--- src/rtl/chte_pkg.sv ---
// types, constants and helpers of the chained hash table engine
`default_nettype none
package chte_pkg;

    localparam int SLOTS  = 256;
    localparam int IDX_W  = 8;
    localparam int LINK_W = 9;
    localparam int KEY_W  = 32;
    localparam int CNT_W  = 9;

    localparam logic [LINK_W-1:0] NIL     = LINK_W'(SLOTS);
    localparam logic [CNT_W-1:0]  CNT_MAX = '1;

    localparam logic [1:0] REQ_ADD    = 2'd0;
    localparam logic [1:0] REQ_COUNT  = 2'd1;
    localparam logic [1:0] REQ_REMOVE = 2'd2;

    localparam logic [1:0] ST_OK      = 2'd0;
    localparam logic [1:0] ST_FULL    = 2'd1;
    localparam logic [1:0] ST_NOMATCH = 2'd2;

    typedef struct packed {
        logic [1:0]       req_type;
        logic [KEY_W-1:0] search_key;
        logic [IDX_W-1:0] home_slot;
    } req_t;

    typedef struct packed {
        logic [1:0]       status;
        logic [CNT_W-1:0] match_count;
    } rsp_t;

    typedef struct packed {
        logic              we;
        logic [IDX_W-1:0]  addr;
        logic [LINK_W-1:0] data;
    } link_wr_t;

    typedef struct packed {
        logic             we;
        logic [IDX_W-1:0] addr;
        logic             data;
    } used_wr_t;

    typedef struct packed {
        logic             we;
        logic [IDX_W-1:0] addr;
        logic [KEY_W-1:0] data;
    } key_wr_t;

    typedef struct packed {
        logic              used;
        logic [LINK_W-1:0] prev;
        logic [LINK_W-1:0] next;
        logic [KEY_W-1:0]  key;
    } row_t;

    function automatic logic [LINK_W-1:0] lnk(input logic [LINK_W-1:0] v);
        return (v > NIL) ? NIL : v;
    endfunction

    // writes aimed at the null link are dropped
    function automatic link_wr_t mk_link_wr(input logic [LINK_W-1:0] a,
                                            input logic [LINK_W-1:0] d);
        link_wr_t w;
        w.we   = (a != NIL);
        w.addr = a[IDX_W-1:0];
        w.data = d;
        return w;
    endfunction

endpackage
`default_nettype wire

--- src/rtl/chte_ctrl.sv ---
// request sequencer: chain walk, relinking and free list upkeep
`default_nettype none
module chte_ctrl (
    input  logic                    clk,
    input  logic                    rst_n,
    input  logic                    start,
    input  chte_pkg::req_t          req,
    output logic                    busy,
    output logic                    done,
    output chte_pkg::rsp_t          rsp,
    input  chte_pkg::row_t          row,
    output logic [7:0]              rd_idx,
    output chte_pkg::used_wr_t      used_wr,
    output chte_pkg::link_wr_t      prev_wr,
    output chte_pkg::link_wr_t      next_wr,
    output chte_pkg::key_wr_t       key_wr
);
    import chte_pkg::*;

    localparam logic [3:0] S_IDLE  = 4'd0;
    localparam logic [3:0] S_LOOK  = 4'd1;
    localparam logic [3:0] S_HEAD  = 4'd2;
    localparam logic [3:0] S_TAKE  = 4'd3;
    localparam logic [3:0] S_WALK  = 4'd4;
    localparam logic [3:0] S_PROMO = 4'd5;
    localparam logic [3:0] S_A_W2  = 4'd6;
    localparam logic [3:0] S_A_W3  = 4'd7;
    localparam logic [3:0] S_A_W4  = 4'd8;
    localparam logic [3:0] S_G_W2  = 4'd9;
    localparam logic [3:0] S_G_W3  = 4'd10;
    localparam logic [3:0] S_CLR   = 4'd11;

    localparam logic [1:0] M_FREE  = 2'd0;
    localparam logic [1:0] M_RENT  = 2'd1;
    localparam logic [1:0] M_EVICT = 2'd2;

    logic [3:0]        state_reg,  state_next;
    req_t              req_reg,    req_next;
    logic [LINK_W-1:0] fh_reg,     fh_next;
    logic [LINK_W-1:0] total_reg,  total_next;
    logic [IDX_W-1:0]  clr_reg,    clr_next;
    logic [IDX_W-1:0]  cur_reg,    cur_next;
    logic [LINK_W-1:0] steps_reg,  steps_next;
    logic [CNT_W-1:0]  cnt_reg,    cnt_next;
    logic [IDX_W-1:0]  g_reg,      g_next;
    logic [LINK_W-1:0] hprev_reg,  hprev_next;
    logic [LINK_W-1:0] hnext_reg,  hnext_next;
    logic [KEY_W-1:0]  hkey_reg,   hkey_next;
    logic [1:0]        mode_reg,   mode_next;
    logic              done_reg,   done_next;
    rsp_t              rsp_reg,    rsp_next;

    logic [LINK_W-1:0] h_link;
    logic [LINK_W-1:0] nxt_link;
    logic [LINK_W-1:0] prv_link;
    logic [LINK_W-1:0] step_inc;
    logic [CNT_W-1:0]  cnt_new;
    logic              key_hit;
    logic              walk_end;
    logic              is_head;
    logic              do_visit;

    assign busy = (state_reg != S_IDLE);
    assign done = done_reg;
    assign rsp  = rsp_reg;

    always_comb
    begin
        h_link   = {1'b0, req_reg.home_slot};
        nxt_link = lnk(row.next);
        prv_link = lnk(row.prev);
        step_inc = steps_reg + LINK_W'(1);
        key_hit  = (row.key == req_reg.search_key);
        walk_end = (nxt_link == NIL) || (step_inc == LINK_W'(SLOTS));
        is_head  = row.used && (prv_link == NIL);
        cnt_new  = cnt_reg;
        if ((req_reg.req_type == REQ_COUNT) && key_hit && (cnt_reg != CNT_MAX))
        begin
            cnt_new = cnt_reg + CNT_W'(1);
        end
        do_visit = 1'b0;

        state_next = state_reg;
        req_next   = req_reg;
        fh_next    = fh_reg;
        total_next = total_reg;
        clr_next   = clr_reg;
        cur_next   = cur_reg;
        steps_next = steps_reg;
        cnt_next   = cnt_reg;
        g_next     = g_reg;
        hprev_next = hprev_reg;
        hnext_next = hnext_reg;
        hkey_next  = hkey_reg;
        mode_next  = mode_reg;
        done_next  = 1'b0;
        rsp_next   = rsp_reg;

        rd_idx  = req_reg.home_slot;
        used_wr = '0;
        prev_wr = '0;
        next_wr = '0;
        key_wr  = '0;

        unique case (state_reg)
            S_CLR:
            begin
                // rebuild the free chain one slot per cycle
                used_wr.we   = 1'b1;
                used_wr.addr = clr_reg;
                used_wr.data = 1'b0;
                prev_wr      = mk_link_wr({1'b0, clr_reg},
                                          (clr_reg == '0) ? NIL
                                                          : ({1'b0, clr_reg} - LINK_W'(1)));
                next_wr      = mk_link_wr({1'b0, clr_reg}, {1'b0, clr_reg} + LINK_W'(1));
                clr_next     = clr_reg + IDX_W'(1);
                if (clr_reg == IDX_W'(SLOTS - 1))
                begin
                    state_next = S_IDLE;
                end
            end
            S_IDLE:
            begin
                if (start)
                begin
                    req_next   = req;
                    state_next = S_LOOK;
                end
            end
            S_LOOK:
            begin
                cur_next   = req_reg.home_slot;
                steps_next = '0;
                cnt_next   = '0;
                case (req_reg.req_type)
                    REQ_ADD:
                    begin
                        if (total_reg >= LINK_W'(SLOTS - 2))
                        begin
                            state_next           = S_IDLE;
                            done_next            = 1'b1;
                            rsp_next.status      = ST_FULL;
                            rsp_next.match_count = '0;
                        end
                        else
                        begin
                            total_next = total_reg + LINK_W'(1);
                            state_next = S_HEAD;
                        end
                    end
                    REQ_COUNT, REQ_REMOVE:
                    begin
                        state_next = S_HEAD;
                    end
                    default:
                    begin
                        state_next           = S_IDLE;
                        done_next            = 1'b1;
                        rsp_next.status      = ST_OK;
                        rsp_next.match_count = '0;
                    end
                endcase
            end
            S_HEAD:
            begin
                if (req_reg.req_type == REQ_ADD)
                begin
                    hprev_next = prv_link;
                    hnext_next = nxt_link;
                    hkey_next  = row.key;
                    if (!row.used)
                    begin
                        // unlink the home slot from the free list
                        if (prv_link != NIL)
                        begin
                            next_wr = mk_link_wr(prv_link, nxt_link);
                        end
                        else
                        begin
                            fh_next = nxt_link;
                        end
                        prev_wr      = mk_link_wr(nxt_link, prv_link);
                        used_wr.we   = 1'b1;
                        used_wr.addr = req_reg.home_slot;
                        used_wr.data = 1'b1;
                        key_wr.we    = 1'b1;
                        key_wr.addr  = req_reg.home_slot;
                        key_wr.data  = req_reg.search_key;
                        mode_next    = M_FREE;
                        state_next   = S_A_W2;
                    end
                    else
                    begin
                        rd_idx     = fh_reg[IDX_W-1:0];
                        mode_next  = (prv_link == NIL) ? M_RENT : M_EVICT;
                        state_next = S_TAKE;
                    end
                end
                else if (!is_head)
                begin
                    state_next           = S_IDLE;
                    done_next            = 1'b1;
                    rsp_next.status      = (req_reg.req_type == REQ_REMOVE) ? ST_NOMATCH
                                                                            : ST_OK;
                    rsp_next.match_count = '0;
                end
                else
                begin
                    do_visit = 1'b1;
                end
            end
            S_TAKE:
            begin
                g_next       = fh_reg[IDX_W-1:0];
                fh_next      = nxt_link;
                prev_wr      = mk_link_wr(nxt_link, NIL);
                next_wr      = mk_link_wr(fh_reg, hnext_reg);
                used_wr.we   = 1'b1;
                used_wr.addr = fh_reg[IDX_W-1:0];
                used_wr.data = 1'b1;
                key_wr.we    = 1'b1;
                key_wr.addr  = fh_reg[IDX_W-1:0];
                key_wr.data  = (mode_reg == M_EVICT) ? hkey_reg : req_reg.search_key;
                state_next   = S_A_W2;
            end
            S_A_W2:
            begin
                case (mode_reg)
                    M_RENT:
                    begin
                        prev_wr    = mk_link_wr({1'b0, g_reg}, h_link);
                        next_wr    = mk_link_wr(h_link, {1'b0, g_reg});
                        state_next = S_A_W3;
                    end
                    M_EVICT:
                    begin
                        prev_wr    = mk_link_wr({1'b0, g_reg}, hprev_reg);
                        next_wr    = mk_link_wr(hprev_reg, {1'b0, g_reg});
                        state_next = S_A_W3;
                    end
                    default:
                    begin
                        prev_wr              = mk_link_wr(h_link, NIL);
                        next_wr              = mk_link_wr(h_link, NIL);
                        state_next           = S_IDLE;
                        done_next            = 1'b1;
                        rsp_next.status      = ST_OK;
                        rsp_next.match_count = '0;
                    end
                endcase
            end
            S_A_W3:
            begin
                prev_wr = mk_link_wr(hnext_reg, {1'b0, g_reg});
                if (mode_reg == M_EVICT)
                begin
                    next_wr    = mk_link_wr(h_link, NIL);
                    state_next = S_A_W4;
                end
                else
                begin
                    state_next           = S_IDLE;
                    done_next            = 1'b1;
                    rsp_next.status      = ST_OK;
                    rsp_next.match_count = '0;
                end
            end
            S_A_W4:
            begin
                prev_wr              = mk_link_wr(h_link, NIL);
                key_wr.we            = 1'b1;
                key_wr.addr          = req_reg.home_slot;
                key_wr.data          = req_reg.search_key;
                state_next           = S_IDLE;
                done_next            = 1'b1;
                rsp_next.status      = ST_OK;
                rsp_next.match_count = '0;
            end
            S_WALK:
            begin
                do_visit = 1'b1;
            end
            S_PROMO:
            begin
                // next renter moves into the home slot
                next_wr      = mk_link_wr(h_link, nxt_link);
                prev_wr      = mk_link_wr(nxt_link, h_link);
                key_wr.we    = 1'b1;
                key_wr.addr  = req_reg.home_slot;
                key_wr.data  = row.key;
                used_wr.we   = 1'b1;
                used_wr.addr = g_reg;
                used_wr.data = 1'b0;
                state_next   = S_G_W2;
            end
            S_G_W2:
            begin
                prev_wr    = mk_link_wr({1'b0, g_reg}, NIL);
                next_wr    = mk_link_wr({1'b0, g_reg}, fh_reg);
                state_next = S_G_W3;
            end
            S_G_W3:
            begin
                prev_wr = mk_link_wr(fh_reg, {1'b0, g_reg});
                fh_next = {1'b0, g_reg};
                if (total_reg != '0)
                begin
                    total_next = total_reg - LINK_W'(1);
                end
                state_next           = S_IDLE;
                done_next            = 1'b1;
                rsp_next.status      = ST_OK;
                rsp_next.match_count = '0;
            end
            default:
            begin
                state_next = S_IDLE;
            end
        endcase

        if (do_visit)
        begin
            if ((req_reg.req_type == REQ_REMOVE) && key_hit)
            begin
                if (cur_reg != req_reg.home_slot)
                begin
                    next_wr      = mk_link_wr(prv_link, nxt_link);
                    prev_wr      = mk_link_wr(nxt_link, prv_link);
                    used_wr.we   = 1'b1;
                    used_wr.addr = cur_reg;
                    used_wr.data = 1'b0;
                    g_next       = cur_reg;
                    state_next   = S_G_W2;
                end
                else if (nxt_link != NIL)
                begin
                    rd_idx     = nxt_link[IDX_W-1:0];
                    g_next     = nxt_link[IDX_W-1:0];
                    state_next = S_PROMO;
                end
                else
                begin
                    used_wr.we   = 1'b1;
                    used_wr.addr = req_reg.home_slot;
                    used_wr.data = 1'b0;
                    g_next       = req_reg.home_slot;
                    state_next   = S_G_W2;
                end
            end
            else
            begin
                cnt_next   = cnt_new;
                steps_next = step_inc;
                if (walk_end)
                begin
                    state_next = S_IDLE;
                    done_next  = 1'b1;
                    if (req_reg.req_type == REQ_COUNT)
                    begin
                        rsp_next.status      = ST_OK;
                        rsp_next.match_count = cnt_new;
                    end
                    else
                    begin
                        rsp_next.status      = ST_NOMATCH;
                        rsp_next.match_count = '0;
                    end
                end
                else
                begin
                    rd_idx     = nxt_link[IDX_W-1:0];
                    cur_next   = nxt_link[IDX_W-1:0];
                    state_next = S_WALK;
                end
            end
        end
    end

    always_ff @(posedge clk or negedge rst_n)
    begin
        if (!rst_n)
        begin
            state_reg <= S_CLR;
            fh_reg    <= '0;
            total_reg <= '0;
            clr_reg   <= '0;
            done_reg  <= 1'b0;
        end
        else
        begin
            state_reg <= state_next;
            fh_reg    <= fh_next;
            total_reg <= total_next;
            clr_reg   <= clr_next;
            done_reg  <= done_next;
        end
    end

    always_ff @(posedge clk)
    begin
        req_reg   <= req_next;
        cur_reg   <= cur_next;
        steps_reg <= steps_next;
        cnt_reg   <= cnt_next;
        g_reg     <= g_next;
        hprev_reg <= hprev_next;
        hnext_reg <= hnext_next;
        hkey_reg  <= hkey_next;
        mode_reg  <= mode_next;
        rsp_reg   <= rsp_next;
    end

endmodule
`default_nettype wire

--- config.mk ---
export PLATFORM = sky130hd
export DESIGN_NAME = chte_ctrl
export DESIGN_NICKNAME = d
export VERILOG_FILES = /design/src/rtl/chte_pkg.sv /design/src/rtl/chte_ctrl.sv
export SDC_FILE = /design/constraint.sdc
export NUM_CORES = 1
export LEC_CHECK = 0
export ABC_AREA = 1
export CORE_MARGIN = 5
export CORE_UTILIZATION = 46
export DETAILED_ROUTE_END_ITERATION = 12
export DONT_BUFFER_PORTS = 1
export PLACE_DENSITY = 0.6
export SLEW_MARGIN = 0
export SYNTH_ARGS = -nofsm -noshare
export SYNTH_HDL_FRONTEND = slang
export SYNTH_SLANG_ARGS = --single-unit
--- constraint.sdc ---
create_clock -name clk -period 5.75 [get_ports clk]
set_input_delay 1.15 -clock clk [delete_from_list [all_inputs] [get_ports clk]]
set_output_delay 1.15 -clock clk [all_outputs]
set_load 0.02 [all_outputs]
# Word level (Yosys, flattened, before mapping)
# Cells that the tools add are included.
dict set report word_totals {
  rom_bits 0
  latchBits 0
  wordCells 188
  ramBits 0
  memories 0
  reg_bits 170
}
dict set report classes {
  order_cmp 3
  multipliers 0
  reduce_logical 20
  div 0
  addsub 7
  n_mux 103
  n_shift 0
  bitwise_logic 0
  n_eq_ne 37
}
# op count
set op_table {}
lappend op_table {{18-bit 2-to-1 mux} 12}
lappend op_table {{41-bit case mux with 4 select lines} 1}
lappend op_table {{18-bit case mux with 9 select lines} 1}
lappend op_table {{9-bit 2-to-1 mux} 16}
lappend op_table {{8-bit 2-to-1 mux} 17}
lappend op_table {{18-bit case mux with 7 select lines} 1}
lappend op_table {{11-bit 2-to-1 mux} 9}
lappend op_table {{41-bit 2-to-1 mux} 2}
lappend op_table {{10-bit 2-to-1 mux} 6}
lappend op_table {{11-bit case mux with 5 select lines} 1}
lappend op_table {{9-bit != test, second input constant} 6}
lappend op_table {{10-bit case mux with 4 select lines} 1}
lappend op_table {{4-bit case mux with 10 select lines} 1}
lappend op_table {{4-bit 2-to-1 mux} 9}
lappend op_table {{18-bit case mux with 2 select lines} 1}
lappend op_table {{17-bit case mux with 2 select lines} 1}
lappend op_table {{32-bit == test} 1}
lappend op_table {{32-bit 2-to-1 mux} 1}
lappend op_table {{9-bit by 1-bit adder with 9-bit output, second input constant} 3}
lappend op_table {{9-bit == test, second input constant} 3}
lappend op_table {{9-bit case mux with 3 select lines} 1}
lappend op_table {{11-bit case mux with 2 select lines} 1}
lappend op_table {{9-bit greater-than comparator, second input constant} 2}
lappend op_table {{9-bit case mux with 2 select lines} 1}
lappend op_table {{34 further kinds} 72}

# Depth between registers and ports, before layout
dict set report logic_depth {
  word_depth 10
  ltp_mapped 16
  mapped_depth_nobuf 14
}

# Least setup slack after synthesis
# No wires, ideal clock.
dict set report synth_path {
  path_kind {reg-to-output}
  from {register req_reg[40] in the netlist's numbering}
  to {output port prev_wr[16] in the netlist's numbering}
  required_time_ns 4.600
  setup_slack_ns 1.139
  arrival_time_ns 3.461
  path_stages_with_launch 11
  cell_sequence {edfxtp_1 inv_1 ha_1 inv_1 nor2_2 nand2_2 nand2_1 nor2_1 inv_1 a211oi_1 o21ai_1}
}
# element line_no
set synth_lines {}
lappend synth_lines {{start: declaration} chte_ctrl.sv:38} ;# req_t req_reg, req_next;
lappend synth_lines {{start signal: assignment} chte_ctrl.sv:401} ;# req_reg <= req_next;
lappend synth_lines {{end: declaration} chte_ctrl.sv:14} ;# output chte_pkg::link_wr_t prev_wr,

# Worst setup path in the final report
dict set report layout_path {
  from {register state_reg[1]}
  to {output port rd_idx[7]}
}
dict set report layout_via {
  elab_chain_cells 6
  elab_cells_between_ends 9
  classes_between {2 x eq/ne; 7 x mux}
}
# element line_no
set layout_lines {}
lappend layout_lines {{start: declaration} chte_ctrl.sv:37} ;# logic [3:0] state_reg, state_next;
lappend layout_lines {{start signal: assignment} chte_ctrl.sv:391} ;# state_reg <= state_next;
lappend layout_lines {{4-bit by 2-bit == test with 1-bit output} chte_ctrl.sv:105} ;# unique case (state_reg)
lappend layout_lines {{8-bit 2-to-1 mux} chte_ctrl.sv:105}
lappend layout_lines {{8-bit 2-to-1 mux} chte_ctrl.sv:335} ;# else if (nxt_link != NIL)
lappend layout_lines {{8-bit 2-to-1 mux} chte_ctrl.sv:325} ;# if (cur_reg != req_reg.home_slot)
lappend layout_lines {{8-bit 2-to-1 mux} chte_ctrl.sv:323} ;# if ((req_reg.req_type == REQ_REMOVE) && key_hit)
lappend layout_lines {{8-bit 2-to-1 mux *} chte_ctrl.sv:321} ;# if (do_visit)
lappend layout_lines {{end: declaration} chte_ctrl.sv:12} ;# output logic [7:0] rd_idx,
# Mark *: on every way between the ends. The rest lies on a longest branch, timed or not.

==> results.cfg <==
[synthesis]
synth_edf_count = 94
ys.flop_type = edfxtp_1
yosys-top-cells-area = edfxtp_1, nand2_1, dfxtp_1
synthesis.nets = 1721
ys_seq_area_share_pct = 39.7
async_reset_ff_share_pct = 18.2
yosysTopAreaCell = edfxtp_1
synth_cells = 1606
synth_top_area_share_pct = 24.9
ys_warn_count = 0
synth-seq-cells = 170
synth_area_um2 = 11300
synth_cell_types = 51
syn_area_per_cell_um2 = 7.06

[setup_path]
end_kind = primary output
crit_path_start_kind = register
crit_required_ns = 4.60
cpMostUsedCell = nand2_1
crit_buf_inv = 2
crit_fanout = 54
crit_chain = inv_2 -> nor2_2 -> nand2_1 -> nor2_4 -> buf_4 -> nand2_1 -> o21ai_0 -> nand2_1 -> nand2_1
setup.worst_path.class = reg -> out
cpPeakStageDelay_ns = 0.68
cpLargestDelayFamily = simple AND/OR/NAND/NOR gates
slowest_stage = buf_4
cp.arrival_ns = 3.51

[pwr]
leakagePower_nw = 5.62
power_density_nw_per_um2 = 407
ir_drop_uv = 229

[finish]
instances_no_fill = 1923
layout.nets = 1700
fin_util_pct = 50.2
largest_reg_flops = 34
area_growth_pct = 7.73
drive_gt1_share_pct = 6.13

[drt]
num_vias = 11200
routed_wl_um = 41200
wl_met1_um = 15800
dr_wl_met2_um = 18800
ant_nets = 0
wl_met3_um = 4290
wire_per_inst_um = 21.4
drt-initial-drc-count = 1133
top_layer_used = met5
post-route-drc-count = 0
dr.pass1.iters = 5
via_per_inst = 5.84

[global_route]
antenna_found_initial = 3
grt_overflow = 0
first_global_vias = 10700
grt_max_degree = 55
grt_util_all_layers_pct = 28.7
grt_pass1_wl_um = 62500

[sta]
slew_violations = 0
worst_pin_slew_ns = 1.15
clock_skew_ns = 0.0112
min_period_over_period_pct = 81.1
hold_violations = 0
slew-limit-headroom_pct = 22.8
fmaxAchievable_mhz = 215
setup_violations = 0
period_minus_slack_ns = 4.66
rsz0062_at_grt = false
tns_ns = 0

[placed_design]
dpl.hpwl_um = 31100
place_inst = 1890
port_buffers = 0
gp_congestion = 1.02

[clocking]
cts_num_sinks = 170
clockBufferDepth = 2
htreeDepth = 4
cts.clk_slew.worst_paths_ns = 0.08
ctsHoldBuffers = 0
clk_latency_ns = 0.44
cts_buffers = 17
root_buffer = clkbuf_16
cts_resized = 0
post_cts_buffers = 0
cts_tree = yes

[floorplan]
floorplan.rows = 57
die_width_um = 167
start_util_pct = 46.6
dieArea_um2 = 27900
core_um2 = 24300
fp.dieH_um = 167
ios = 204

[hold_path]
min_path_type = in -> async

[status]
status = complete, no violations

[run]
max_cap_viol_count = 0
worst paths after layout:
path                            cells after the start  slack (ns)            to         start
min in group clk                                    2        0.48    cnt_reg[5]    cnt_reg[5]
max in group asynchronous                           0        5.15  state_reg[0]         rst_n
worst min-delay path                                0        0.39     fh_reg[3]         rst_n
worst min register to register                      2        0.48    cnt_reg[5]    cnt_reg[5]
worst max-delay path                                9        1.09     rd_idx[7]  state_reg[1]
worst max register to register                      9        2.52  total_reg[7]  state_reg[1]
stage by stage:
stage / setup slack (ns) / cell area (µm²) / power [mW] / hold slack (ns)
6_report: 1.09 / 12200 / 4.96 / 0.390
5_1_grt: 0.829 / 12200 / 5.24 / 0.375
4_1_cts: 1.05 / 12200 / 4.97 / 0.381
3_5_place_dp: 1.14 / 11600 / 3.79 / 0.470
3_3_place_gp: 1.19 / 11600 / 3.78 / 0.464
2_1_floorplan: 1.14 / 11300 / 3.23 / 0.450
kinds of logic (layout without fill, tap and decap cells):
| kind of cell | after synthesis | after routing | synth area share, % |
|---|---|---|---|
| and+or+nand+nor | 851 | 851 | 32.6 |
| buffers and inverters | 292 | 284 | 10.2 |
| AOI/OAI and AO/OA | 250 | 250 | 13.5 |
| DFF | 170 | 170 | 39.7 |
| xor gates and xnor gates | 24 | 24 | 1.85 |
| adders and majority gates | 19 | 19 | 2.16 |
| other | 0 | 1 | 0 |
routing by layer:
layer	GRT usage (%)	vias to the layer above
met5	0	-
met3	7.87	136
met4	15.2	4
met1	35.5	5182
li1	-	5310
met2	45.8	590
cell usage in the layout (no fill, tap or decap), drive strengths merged, types with 36 or more instances in the layout:
cell	n
inv	244
nand3	132
nand4	43
a21oi	42
nand2	490
o221ai	36
nor2	139
o21ai	125
dfxtp	45
edfxtp	94
power breakdown:
part | switching (mW) | internal (mW) | total [mW]
sequential | 0.206 | 1.56 | 1.77
combinational | 1.54 | 0.484 | 2.02
clock | 0.586 | 0.589 | 1.17
cell type report:
| class | instances | area, µm² |
|---|---|---|
| clock buffers | 17 | 425 |
| well taps | 324 | 405 |
| flip-flops and latches | 170 | 4500 |
| diodes | 1 | 2.50 |
| inverters | 238 | 893 |
| fillers | 2409 | 12100 |
| repair buffers | 14 | 105 |
| multi-input cells | 1144 | 5700 |
| clock inverters | 15 | 174 |
cells in the mapped netlist (7+ instances only):
cell type	instances
nor2_2	8
inv_1	219
nand2_2	7
clkbuf_1	25
a21oi_1	42
nand4_1	43
buf_2	20
dfrtp_1	28
o21ai_0	91
inv_2	17
xor2_1	16
nand3_1	129
edfxtp_1	94
o211ai_1	18
nand2_1	482
nor3_1	20
o221ai_1	36
nor2_1	126
dfxtp_1	45
xnor2_1	8
o21ai_1	34
ha_1	18
nor4_1	14
nand3b_1	7
Note: power is estimated with default switching activity, not from simulation.
